<file path="src/rtl/core/dds_ram.sv">
// Generic single write port RAM with one registered read port.
module dds_ram #(
    parameter int WIDTH = 32,
    parameter int DEPTH = 64
) (
    input  logic                     clk,
    input  logic                     we,
    input  logic [$clog2(DEPTH)-1:0] waddr,
    input  logic [WIDTH-1:0]         wdata,
    input  logic [$clog2(DEPTH)-1:0] raddr,
    output logic [WIDTH-1:0]         rdata
);

    logic [WIDTH-1:0] mem [DEPTH];

    always_ff @(posedge clk)
    begin
        if (we)
        begin
            mem[waddr] <= wdata;
        end
        rdata <= mem[raddr];
    end

endmodule

</file>
<file path="config.mk">
export PLATFORM = sky130hd
export DESIGN_NAME = dds_ram
export DESIGN_NICKNAME = d
export VERILOG_FILES = /design/src/rtl/core/dds_ram.sv
export SDC_FILE = /design/constraint.sdc
export NUM_CORES = 2
export LEC_CHECK = 0
export BUFFER_PORTS_ARGS = -buffer_cell sky130_fd_sc_hd__clkbuf_2
export CAP_MARGIN = 20
export CORE_MARGIN = 8
export CORE_UTILIZATION = 60
export CTS_CLUSTER_DIAMETER = 80
export DETAILED_ROUTE_END_ITERATION = 7
export PLACE_DENSITY_LB_ADDON = 0.2
export SYNTH_ARGS = -nofsm -noshare
export SYNTH_HDL_FRONTEND = slang
export SYNTH_SLANG_ARGS = --single-unit
</file>
<file path="constraint.sdc">
create_clock -name clk -period 4.1 [get_ports clk]
set_input_delay 0.41 -clock clk [delete_from_list [all_inputs] [get_ports clk]]
set_output_delay 0.41 -clock clk [all_outputs]
set_load 0.01 [all_outputs]
</file>
Word-level counts from Yosys, hierarchy flattened --
Memory sizes are Yosys's and may differ from the RTL's. A register that Yosys moved wholly into a read port is not among the register bits. Cells that the tools add are included.
Storage, ports and cells: bits in registers 0, RAM bits 2048, output and inout bits 32, word-level logic and storage cells 3, memories 1
Memories:
- mem | words 64, width 32, rd ports 1, clocked after Yosys merged registers in 1, wr ports 1, line 14 | logic [WIDTH-1:0] mem [DEPTH];
Cells by class: muxes and demuxes 2
Operators by type and width (number):
- $mux 1 | 2

Logic depth before layout (Yosys ltp) --
depth in word-level cells 2, depth in mapped cells 10, mapped depth without buffers 5

Least setup slack after synthesis --
Ideal clock, no wire load.
path type input to register, from in waddr[3], to mem mem[48][0] (enable), arrival 3.109 ns, required time 3.639 ns, slack 0.530 ns, stages on the path 4, cell sequence clkbuf_1 -> nor2b_1 -> nand4b_1 -> nor3_1
RTL lines:
- start, declared | line 8 | input logic [$clog2(DEPTH)-1:0] waddr,
- end, declared | line 14
Straight into the memory's write port.

==> results.txt <==
Most area-hungry cell type in the Yosys netlist = edfxtp_1
Crit-path slowest cell = o22ai_1
Antenna-violating nets left = 0
Fin. Hold Viols = 0
Synth top cells by count = edfxtp_1 (2,048), mux4_2 (544), nor2_1 (137), mux2i_1 (93), o22ai_1 (84)
Synthesis warning total = 0
Core footprint = 130,000 um2
Die W = 378 um
Clk root buf = clkbuf_16
Util after Layout = 0.683
Port Buffers = 77
Setup crit end kind = register
Nets = 3,672
I/O pin total = 78
Leakage = 0.0278 uW
Synth Area per Inst = 23.6 um2
Crit Path Category = in2reg
Synthesis-to-layout area growth = 12.8%
First-pass GRT wire length = 279 mm
Sequential fraction of the synthesis area = 0.791
Slew of the pin with the lowest slew margin = 1.22 ns
Clock Latency Late Sink = 0.83 ns
GRT overflow = 0
Initial core utilization = 0.606
Worst clock skew = 0.0244 ns
CP peak stage delay = 0.73 ns
Post-synthesis instance total = 3,324
H-tree depth = 4
Placement Setup Slack = 0.412 ns
Most numerous cell in the Yosys netlist = edfxtp_1
Ys flop type = edfxtp_1
Total negative slack = 0 ns
Min-Delay Path Class = in2reg
Fin crit share = 0.702
Number of DRC markers in iteration 0 = 5,071
Initial antenna violation count = 16
# DRC = 0
Chip height = 378 um
Final period demand of the worst path = 2.88 ns
Clock Tree Buf Depth = 3
CP max FO = 70
Share of cells above drive strength 1 = 0.306
Syn_nets = 3,370
Critical path's most frequent cell = mux4_2
Synth top area share = 0.783
Via density = 6.79
Hpwl dp = 111 mm
Final WL = 196 mm
Max Freq = 0.347 GHz
Top cell family by delay on the critical path = buffers and inverters
Crit path DAT = 3.52 ns
Final Slew Violations = 0
Share of flip-flops with an asynchronous set or reset = 0
Vias post-DR = 37,600
Tot Pwr = 43,000 uW
Clock transition at path regs = 0.06 ns
Number of synthesized flops with an enable pin = 2,048
Vias in the first global route = 38,300
Std cell rows = 132
Final Setup Violations = 0
DR WL/cell = 35.4 um
Max-Cap Viols = 0
Synth cell types = 34
Hold Buf Count CTS = 0
R2r setup slk = 1.58 ns
Normalized max-slew margin = 0.182
RSZ-0062 raised after global routing = false
Status = finished clean
Synth Register Bits = 2,080
Critical Path, Cell by Cell = buf_8 > buf_12 > buf_4 > mux4_2 > mux4_2 > o22ai_1 > nor2_1
DRT Pass-1 Iters = 8
CTS sink count = 2,080
Min setup slack post-route = 1.22 ns
Post-CTS Resized = 0
Post-CTS Setup Repair Bufs = 0
Die ar. = 143,000 um2
Pwr dens = 486 nW/um2
Synth top area cells = edfxtp_1 (78%), mux4_2 (16%), mux2i_1 (1.2%), dfxtp_1 (0.82%), o22ai_1 (0.67%)
Worst vdd ir = 0.395 mV
Worst EP required = 4.74 ns
Critical Path Start Type = primary input
WP buf/inv = 3
CTS tree = yes
Gr usage total = 0.278
Largest net degree at the start of global routing = 71
Placer Congestion = 0.892
Cell area after synthesis = 78,500 um2
Num CTS Buffers = 195
layout make-up:
type	count	area (um2)
antenna	10	25.0
clock buffer	268	5270
clock inverter	95	741
fill	7768	41100
multi-input combinational	1062	16000
sequential	2080	62100
tap	1742	2180
timing repair buffer	287	2260
cell usage in the layout (no fill, tap or decap), drive strengths merged, types with 8 or more instances in the layout:
master  instances
bufinv          9
o22ai          84
o221ai         27
inv            10
a22oi          12
nor2b          15
nand2          26
a311oi          8
buf           212
a21oi          62
clkbuf        343
mux2i          93
nor2          137
clkinv         74
diode          10
edfxtp       2048
mux4          544
nand2b          8
dfxtp          32
stage by stage:
step / std cells / hold slack, ns / cell area (um2)
after floorplan: 3324 / 0.509 / 78500
after global placement: 5168 / 0.715 / 82500
after detailed placement: 5168 / 0.746 / 82500
after CTS: 5531 / 0.111 / 88500
after global routing: 5534 / 0.0165 / 88600
final: 5544 / 0.0111 / 88600
flip-flops by register name, summed over array words and instances (netlist names):
name / flops
mem: 2048
rdata: 32
power breakdown:
group          switching (uW)  internal (uW)  total (uW)
logic                    1450            835        2280
registers                84.7          23500       23600
clock network            7590           9550       17100
final timing paths:
| path | start | endpoint | cells after the start |
|---|---|---|---|
| max reg2reg | mem[31][16] | rdata[16] | 4 |
| min | wdata[14] | mem[19][14] | 1 |
| max | raddr[1] | rdata[16] | 7 |
| min reg2reg | mem[12][20] | rdata[20] | 4 |
layer usage:
metal,vias to the layer above,routed length [um],GRT usage
met4,8,6960,0.0963
li1,14900,-,-
met3,358,23200,0.0698
met2,2319,95100,0.440
met1,20100,71100,0.385
met5,-,54,0
kinds of logic after synthesis:
| group | Yosys count | synth area share |
|---|---|---|
| AOI/OAI and AO/OA | 202 | 0.0167 |
| buffers and inverters | 182 | 0.0113 |
| DFF | 2080 | 0.791 |
| muxes | 637 | 0.168 |
| and+or+nand+nor | 223 | 0.0127 |
No activity file was read; power rests on OpenSTA's default activity.
