[src/rtl/core/dds_pkg.sv]
// Shared constants and types for the distributed delay step core.
package dds_pkg;

    localparam int MAX_STAGES   = 64;
    localparam int STAGE_AW     = $clog2(MAX_STAGES);
    localparam int STAGE_CW     = $clog2(MAX_STAGES + 1);
    localparam int MAX_SUBSTEPS = 16;
    localparam int SUBSTEP_W    = 5;
    localparam int SUBIDX_W     = $clog2(MAX_SUBSTEPS);
    localparam int REM_W        = $clog2(MAX_SUBSTEPS);

    localparam int AMT_W      = 32;
    localparam int COEF_W     = 17;
    localparam int TOT_W      = 48;
    localparam int STEP_W     = AMT_W + 1;
    localparam int PROD_W     = AMT_W + COEF_W;
    localparam int DRAIN_W    = AMT_W + SUBIDX_W;
    localparam int CONTENTS_W = AMT_W + STAGE_AW;
    localparam int CLASS_W    = AMT_W + 3;

    localparam int CFG_IDX_W  = 3;
    localparam int CFG_DATA_W = 32;

    localparam logic [COEF_W-1:0] Q_ONE = COEF_W'(65536);

    typedef enum logic [CFG_IDX_W-1:0] {
        CFG_STAGE_COUNT      = 3'd0,
        CFG_FLOW_COEFFICIENT = 3'd1,
        CFG_RETENTION_FACTOR = 3'd2,
        CFG_SUBSTEP_COUNT    = 3'd3,
        CFG_INITIAL_INFLOW   = 3'd4
    } cfg_index_t;

    typedef struct packed {
        logic busy;
        logic done;
    } div_status_t;

endpackage

[src/rtl/core/dds_div.sv]
// Bit-serial restoring divider splitting the step inflow over the substeps.
module dds_div (
    input  logic                          clk,
    input  logic                          rst_n,
    input  logic                          start,
    input  logic [dds_pkg::STEP_W-1:0]    dividend,
    input  logic [dds_pkg::SUBSTEP_W-1:0] divisor,
    output logic [dds_pkg::STEP_W-1:0]    quotient,
    output logic [dds_pkg::REM_W-1:0]     remainder,
    output dds_pkg::div_status_t          status
);

    localparam int CNT_W = $clog2(dds_pkg::STEP_W + 1);

    logic [dds_pkg::STEP_W-1:0]    q_reg;
    logic [dds_pkg::REM_W-1:0]     r_reg;
    logic [dds_pkg::SUBSTEP_W-1:0] d_reg;
    logic [CNT_W-1:0]              cnt_reg;
    logic                          busy_reg;
    logic                          done_reg;
    logic [dds_pkg::REM_W:0]       trial;
    logic                          fits;

    assign trial = {r_reg, q_reg[dds_pkg::STEP_W-1]};
    assign fits  = ({1'b0, trial} >= {1'b0, d_reg});

    always_ff @(posedge clk)
    begin
        if (start)
        begin
            q_reg <= dividend;
            r_reg <= '0;
            d_reg <= divisor;
        end
        else if (busy_reg)
        begin
            q_reg <= {q_reg[dds_pkg::STEP_W-2:0], fits};
            r_reg <= fits ? dds_pkg::REM_W'(trial - d_reg) : dds_pkg::REM_W'(trial);
        end
    end

    always_ff @(posedge clk or negedge rst_n)
    begin
        if (!rst_n)
        begin
            cnt_reg  <= '0;
            busy_reg <= 1'b0;
            done_reg <= 1'b0;
        end
        else
        begin
            done_reg <= 1'b0;
            if (start)
            begin
                cnt_reg  <= CNT_W'(dds_pkg::STEP_W);
                busy_reg <= 1'b1;
            end
            else if (busy_reg)
            begin
                cnt_reg <= cnt_reg - 1'b1;
                if (cnt_reg == CNT_W'(1))
                begin
                    busy_reg <= 1'b0;
                    done_reg <= 1'b1;
                end
            end
        end
    end

    assign quotient    = q_reg;
    assign remainder   = r_reg;
    assign status.busy = busy_reg;
    assign status.done = done_reg;

endmodule

[config.mk]
export PLATFORM = sky130hd
export DESIGN_NAME = dds_div
export DESIGN_NICKNAME = d
export VERILOG_FILES = /design/src/rtl/core/dds_pkg.sv /design/src/rtl/core/dds_div.sv
export SDC_FILE = /design/constraint.sdc
export NUM_CORES = 1
export LEC_CHECK = 0
export ABC_AREA = 1
export BUFFER_PORTS_ARGS = -buffer_cell sky130_fd_sc_hd__buf_4
export CAP_MARGIN = 20
export CORE_ASPECT_RATIO = 0.7
export CORE_MARGIN = 5
export CORE_UTILIZATION = 50
export CTS_CLUSTER_SIZE = 12
export DETAILED_ROUTE_END_ITERATION = 10
export PLACE_DENSITY = 0.79
export SLEW_MARGIN = 40
export SYNTH_ARGS = -nofsm -noshare
export SYNTH_HDL_FRONTEND = slang
export SYNTH_SLANG_ARGS = --single-unit
[constraint.sdc]
create_clock -name clk -period 1.9 [get_ports clk]
set_clock_uncertainty 0.05 [all_clocks]
set_input_delay 0.095 -clock clk [delete_from_list [all_inputs] [get_ports clk]]
set_output_delay 0.095 -clock clk [all_outputs]
set_load 0.01 [all_outputs]
# ---- Yosys cells after proc, flatten, opt, wreduce, memory -nomap -nowiden
# Cells that the tools add are included.
dict set report op_classes {
  addsub 2
  order_cmp 1
  n_eq_ne 1
  mux 11
  n_reduce_logical 1
}
# operator count
set ops {}
lappend ops {{two-way mux 33 bit} 2}
lappend ops {{two-way mux 6 bit} 2}
lappend ops {{== test 6 x 1 -> 1 bit (second input constant)} 1}
lappend ops {{two-way mux 1 bit} 6}
lappend ops {{subtractor 6 x 1 -> 6 bit (second input constant)} 1}
lappend ops {{greater-or-equal comparator 5 bit} 1}
lappend ops {{two-way mux 4 bit} 1}
lappend ops {{subtractor 4 bit} 1}
lappend ops {{nonzero test 2 bit} 1}
dict set report word_totals {
  register_bits 50
  inputBits 41
  out_inout_bits 39
  word_cells 22
}

# ---- Logic depth before layout (Yosys ltp)
# Gate-level depths: netlist (run 1).
dict set report logic_depth {
  ltp_word 4
  depth_mapped 11
  depth_no_buf 11
}

# ---- Worst setup path before layout (run 1)
# Ideal clock, no wire load.
dict set report synth_timing {
  path_kind {register to register}
  start {register busy_reg}
  end {register q_reg (netlist bit quotient[0]) (enable)}
  arrival_time_ns 1.150
  t_required_ns 1.461
  setup_slack_ns 0.311
  path_stages_with_launch 3
  period_less_slack_ns 1.589
  path_cell_list {dfrtp_1 nor2_2 inv_1}
}
dict set report synth_between {
  elab_chain_len 1
}
# item line
set synth_lines {}
lappend synth_lines {{from (decl)} dds_div.sv:19} ;# logic busy_reg;
lappend synth_lines {{from (signal assigned)} dds_div.sv:47} ;# busy_reg <= 1'b0;
lappend synth_lines {{from (signal assigned)} dds_div.sv:56} ;# busy_reg <= 1'b1;
lappend synth_lines {{from (signal assigned)} dds_div.sv:63} ;# busy_reg <= 1'b0;
lappend synth_lines {{nonzero test 2 bit (no line)} n/a}
lappend synth_lines {{to (signal assigned)} dds_div.sv:31} ;# q_reg <= dividend;
lappend synth_lines {{to (signal assigned)} dds_div.sv:37} ;# q_reg <= {q_reg[dds_pkg::STEP_W-2:0], fits};
lappend synth_lines {{to (decl)} dds_div.sv:15} ;# logic [dds_pkg::STEP_W-1:0] q_reg;
# Every way passes these cells.
# A chain may end at the register's enable or synchronous reset.

# ---- Worst setup path in the final report (run 1)
dict set report layout_timing {
  start {register r_reg (netlist bit remainder[1])}
  end {register q_reg (netlist bit quotient[0]), data pin}
}
dict set report layout_between {
  elab_chain_len 3
}
# item line
set layout_lines {}
lappend layout_lines {{from (decl)} dds_div.sv:16} ;# logic [dds_pkg::REM_W-1:0] r_reg;
lappend layout_lines {{from (signal assigned)} dds_div.sv:38} ;# r_reg <= fits ? dds_pkg::REM_W'(trial - d_reg) : dds_pkg::REM_W'(trial);
lappend layout_lines {{greater-or-equal comparator 5 bit} dds_div.sv:25} ;# assign fits = ({1'b0, trial} >= {1'b0, d_reg});
lappend layout_lines {{two-way mux 33 bit} dds_div.sv:35} ;# else if (busy_reg)
lappend layout_lines {{two-way mux 33 bit} dds_div.sv:29} ;# if (start)
# Every way passes these cells. The select of a mux whose other input is x is not followed.

==> metrics.yaml, run 1 <==
layout:
  area_delta_synth_final_pct: 33.0
  diodes: 0
  finalNetCount: 387
  largest_reg_flops: 33
  drive_gt1_share_pct: 28.6
  stdcell_count: 396
  fill_cells: 388
  fin_util_pct: 67.4
floorplan:
  die_h_microns: 67.6
  io_pins: 80
  coreArea_sq_mm: 0.00468
  die_w_microns: 92.3
  fp-row-count: 21
  start_util_pct: 50.7
  die_area_sq_mm: 0.00624
clock_tree:
  max-clock-path-buffers: 2
  cts_setup_buffers: 0
  clock_sinks: 50
  htree_levels: 2
  post_cts_resized: 0
  cts-root-buf: "clkbuf_8"
  numCtsBuffers: 5
  clk_pin_slew_ns: 0.09
  ctsHoldBuffers: 6
  worstSkewPairLatency_ns: 0.30
  cts_tree: "built"
worst_hold_path:
  min_path_type: "input pin to register"
  min_to: "quotient[20]"
  min_path_cells: 3
  holdCritStartpoint: "dividend[20]"
logic_synthesis:
  synth_top_family_by_area: "simple AND/OR/NAND/NOR gates"
  synth_compound_area_share_pct: 2.43
  synth_adder_area_share_pct: 4.54
  synthTopCellsByCount: "129 x nand2_1, 38 x edfxtp_1, 21 x inv_1"
  ys_ff_latch: 50
  synth_warnings: 0
  ys_seq_area_share_pct: 59.9
  synthArstFlopShare_pct: 16.0
  synthSimpleGateAreaFrac_pct: 26.5
  synth_edf_count: 38
  syn_area_sq_mm: 0.00237
  syn_inst: 253
  synth.net_count: 302
  synth_top_area_share_pct: 48.1
  post-synth-top-count-cell: "nand2_1"
  muxShareOfSynthArea_pct: 0
  synth_flop_cell: "edfxtp_1"
  syn_area_per_cell_sq_um: 9.37
  synth_xor_area_share_pct: 0.369
  yosysUniqueCellTypes: 26
  synthTopCellsByArea: "edfxtp_1 48%, nand2_1 20%, dfrtp_1 8.4%"
  synth_top_area_cell: "edfxtp_1"
sta:
  setup-tns-final_ns: 0
  maxSlewViolCount: 0
  final.min_clock_period_ns: 1.67
  finalCritPeriodShare_pct: 87.8
  hold_viol_final: 0
  slew_headroom_pct: 58.1
  setup_violations: 0
  max_freq_mhz: 599
  rsz0062_at_grt: "false"
  worst_slew_pin_slew_ns: 0.628
  finalWorstSetupSlack_ns: 0.232
  hold_slack_ns: 0.0220
placement:
  post-place-ws_ns: 0.259
  dp_cells: 382
  gp_congestion: 0.830
  hpwl_mm: 3.96
  io_buffers: 79
setup_path:
  crit_path_start_kind: "register"
  cp-end-kind: "register"
  cp_max_fo: 5
  worst-r2r-cell-count: 7
  reg2reg_to: "quotient[0]"
  critPathLaunch: "remainder[1]"
  r2r-start: "remainder[1]"
  cp.arrival_ns: 1.67
  required_ns: 1.90
  rrSetupSlack_ns: 0.23
  worstSetupPathType: "register to register"
detailed_routing:
  postRouteAntennaNets: 0
  viasPerCell: 4.82
  firstDrtPassIters: 4
  routedWlPerCell_microns: 13.4
  drc: 0
  drt_iter0_markers: 76
  vias: 1907
  routed_wl_mm: 5.29
global_routing:
  grt_max_degree: 39
  grt_pass1_vias: 1852
  overflow: 0
  grt_pass1_wl_mm: 8.56
  antenna_found_initial: 0
  grtUsageTotal_pct: 17.5
power_and_ir_drop:
  power_leakage_nw: 1.62
  irDropWorstVdd_mv: 0.513
  p_per_area_mw_per_mm2: 990
flow_run:
  cap_violations: 0
outcome:
  outcome: "finished, final reports clean"
==> stage by stage <==
| step | cell area [sq um] | power [W] |
|---|---|---|
| final | 3150 | 0.00312 |
| after global routing | 3150 | 0.00332 |
| after CTS | 3150 | 0.00315 |
| after detailed placement | 2990 | 0.00249 |
| after global placement | 2990 | 0.00246 |
| after floorplan | 2370 | 0.00208 |
==> report_power, final <==
part           internal (W)  switching, W
logic              0.000438      0.000532
registers           0.00138      0.000120
clock network      0.000327      0.000324
total               0.00215      0.000976
==> how the worst max path moves through the flow <==
stage               slack [ns]      endpoint  cells after the start
CTS                       0.23   quotient[0]                      7
floorplan                 0.31   quotient[0]                      2
global placement          0.35  remainder[2]                      7
global route              0.13   quotient[0]                      8
detailed placement        0.26   quotient[0]                      7
finish                    0.23   quotient[0]                      7
==> critical path: stages, from the launching register on <==
cell and delay, ns:
dfxtp_1 0.35, ha_1 0.36, nand2_1 0.11, nand2_2 0.08, a21oi_4 0.19, nand3_2 0.15
nand2_1 0.09, nand2_1 0.05
==> layer usage <==
metal | vias up | track usage, % | share of wire (%)
li1 | 978 | - | -
met1 | 865 | 23.9 | 46
met2 | 62 | 28.1 | 45
met3 | 2 | 5.23 | 8.9
met4 | 0 | 3.33 | 0.17
met5 | - | 0 | 0
==> placed cells by master (no fill, tap or decap), types with 2 or more instances in the layout <==
master,instances
nand2_1,129
buf_4,82
edfxtp_1,38
inv_1,21
dfrtp_1,8
ha_1,7
clkbuf_8,7
nor2_1,6
nand3_1,6
dlygate4sd3_1,6
nand4_1,5
a21oi_1,4
dfxtp_1,4
nand3_2,2
o21ai_1,2
==> layout make-up <==
cell class / count / area, sq um / area share [%]
sequential: 50 / 1420 / 45.1
multi-input combinational: 171 / 803 / 25.5
timing repair buffer: 88 / 676 / 21.4
clock buffer: 7 / 96.3 / 3.05
inverter: 22 / 82.6 / 2.62
tap: 57 / 71.3 / 2.26
clock inverter: 1 / 3.75 / 0.119
==> cell families (layout without fill, tap and decap cells) <==
family | after synthesis | count (layout)
xor+xnor | 1 | 1
buf+inv | 32 | 118
compound gates | 9 | 9
simple gates | 153 | 153
fa+ha+maj | 8 | 8
flops | 50 | 50
(Power assumes the default switching activity.)
==> run 2, diff against run 1 <==
--- a/config.mk
+++ b/config.mk
@@ -7,12 +7,12 @@
 export LEC_CHECK = 0
 export ABC_AREA = 1
 export BUFFER_PORTS_ARGS = -buffer_cell sky130_fd_sc_hd__buf_4
-export CAP_MARGIN = 20
 export CORE_ASPECT_RATIO = 0.7
 export CORE_MARGIN = 5
 export CORE_UTILIZATION = 50
 export CTS_CLUSTER_SIZE = 12
 export DETAILED_ROUTE_END_ITERATION = 10
+export MAX_ROUTING_LAYER = met4
 export PLACE_DENSITY = 0.79
 export SLEW_MARGIN = 40
 export SYNTH_ARGS = -nofsm -noshare
==> run 2 against run 1 <==
  * Register-to-register slack hardly changed
  * Hold slack better by 0.0016 ns
  * Via count is 0.68% lower
  * Count of clock-buffer cells in the layout stayed put
  * Clock power hardly changed
  * First-iteration DRC count is 5.3% higher
  * Combinational power hardly changed
  * Maximum frequency is 0.20% higher
  * Global-route usage is 0.53 points higher
  * Sequential cell count stayed put
  * Sequential share of layout area stayed put
  * Routed wire length hardly changed
  * Largest cell class unchanged
  * Largest power group unchanged
  * Highest routed layer unchanged
==> metrics.yaml, run 2 (same netlist as run 1, synthesis figures left out) <==
global_routing:
  grt_pass1_vias: 1848
  grt_use_met1_pct: 24.0
  gr-usage-met3_pct: 5.12
  overflow: 0
  antenna_found_initial: 0
  grt_pass1_wl_mm: 8.55
  top_usage_layer: "met2"
  grtUsageTotal_pct: 18.0
  grt_max_degree: 39
  grtUsageMet2_pct: 28.1
setup_path:
  crit_top_cell: "nand2_1"
  rrSetupSlack_ns: 0.23
  critical_path_buf_inv_count: 0
  cpPeakStageDelay_ns: 0.36
  cp_num_cells: 7
  cp_max_fo: 5
  crit_path_start_kind: "register"
  cp-end-kind: "register"
  path_cells: "ha_1 > nand2_1 > nand2_2 > a21oi_4 > nand3_2 > nand2_1 > nand2_1"
  r2r-start: "remainder[1]"
  worstSetupPathType: "register to register"
  cp-endpoint: "quotient[0]"
  crit_family: "simple AND/OR/NAND/NOR gates"
  worst-r2r-cell-count: 7
  required_ns: 1.90
  cp_slowest_cell: "ha_1"
  critPathLaunch: "remainder[1]"
  reg2reg_to: "quotient[0]"
  cp.arrival_ns: 1.66
floorplan:
  io_pins: 80
  die_w_microns: 92.3
  coreArea_sq_mm: 0.00468
  fp-row-count: 21
  start_util_pct: 50.7
  die_area_sq_mm: 0.00624
  die_h_microns: 67.6
sta:
  hold_viol_final: 0
  setup-tns-final_ns: 0
  maxSlewViolCount: 0
  finalWorstSetupSlack_ns: 0.235
  final.min_clock_period_ns: 1.67
  finalCritPeriodShare_pct: 87.6
  slew_headroom_pct: 58.7
  max_freq_mhz: 601
  setup_violations: 0
  worst_slew_pin_slew_ns: 0.618
  rsz0062_at_grt: "false"
flow_run:
  cap_violations: 0
layout:
  final_area_sq_mm: 0.00315
  multi_input_area_sq_um: 803
  area_delta_synth_final_pct: 33.0
  fin_util_pct: 67.4
  finalNetCount: 387
  fill_cells: 388
  largest_reg_flops: 33
  final_cell_mix: "129 x nand2_1, 82 x buf_4, 38 x edfxtp_1, 21 x inv_1, 8 x dfrtp_1"
  ff_latch_area_sq_mm: 0.00142
  diodes: 0
  final_common_cell: "nand2_1"
  drive_gt1_share_pct: 28.6
clock_tree:
  cts-root-buf: "clkbuf_8"
  clk_pin_slew_ns: 0.09
  clock_sinks: 50
  cts_tree: "built"
  post_cts_resized: 0
  max-clock-path-buffers: 2
  numCtsBuffers: 5
  htree_levels: 2
  worstSkewPairLatency_ns: 0.29
power_and_ir_drop:
  power_switching_w: 0.000974
  fin_total_pwr_w: 0.00312
  irDropWorstVdd_mv: 0.513
  combPwrFrac_pct: 31.1
  p_per_area_mw_per_mm2: 989
  switching_share_pct: 31.2
  p_int_w: 0.00215
  power_leakage_nw: 1.62
  clock_power_share_pct: 20.8
  p_seq_share_pct: 48.1
detailed_routing:
  viasPerCell: 4.78
  routed_wl_mm: 5.30
  routedWlPerCell_microns: 13.4
  drc: 0
  firstDrtPassIters: 4
  postRouteAntennaNets: 0
  vias: 1894
  drt_iter0_markers: 80
worst_hold_path:
  min_path_cells: 3
  min_path_type: "input pin to register"
outcome:
  outcome: "finished, final reports clean"
placement:
  post-place-ws_ns: 0.259
  gp_congestion: 0.843
  hpwl_mm: 3.96
  dpl-instance-area_sq_mm: 0.00299
  io_buffers: 79
[run 2: cell counts in the layout (fill, tap and decap cells not counted)]
Identical to the previous run, type by type.
[run 2: power groups by stage]
stage               registers (W)  clock network (W)  logic (W)
finish                    0.00150           0.000649   0.000970
floorplan                 0.00158                  0   0.000500
CTS                       0.00150           0.000669   0.000979
detailed placement        0.00152                  0   0.000967
global placement          0.00152                  0   0.000940
global route              0.00152           0.000714    0.00108
[run 2: repair_timing]
action / CTS / global route
buffers inserted: 0 / 0
hold buffers: 6 / 0
hold endpoints to repair: 13 / 0
setup endpoints to repair: 0 / 0
[run 2: area by class of cell]
cell class,count,area share (%)
Sequential cell,50,45.1
Multi-Input combinational cell,171,25.5
Clock inverter,1,0.119
Clock buffer,7,3.05
Timing Repair Buffer,88,21.4
Inverter,22,2.62
Tap cell,57,2.26
[run 2: worst min-delay path: stages]
cell and delay, ns:
buf_4 0.08, nand2_1 0.04, nand2_1 0.05
[run 2: routing by layer]
metal | vias to the layer above | wire (microns)
li1 | 976 | -
met1 | 855 | 2440
met2 | 61 | 2390
met3 | 2 | 445
met4 | 0 | 19
met5 | - | 0
[run 2: stage by stage]
| stage | instances | hold slack, ns |
|---|---|---|
| final | 396 | 0.0236 |
| after global routing | 396 | 0.0206 |
| after CTS | 396 | 0.0181 |
| after detailed placement | 382 | -0.132 |
| after global placement | 382 | -0.134 |
| after floorplan | 253 | -0.251 |
[run 2: how the worst min path moves through the flow]
stage                       startpoint           end
after floorplan                  rst_n      busy_reg
final                     dividend[20]  quotient[20]
after global routing       dividend[6]   quotient[6]
after detailed placement         rst_n    cnt_reg[3]
after global placement           rst_n    cnt_reg[3]
after CTS                 dividend[20]  quotient[20]
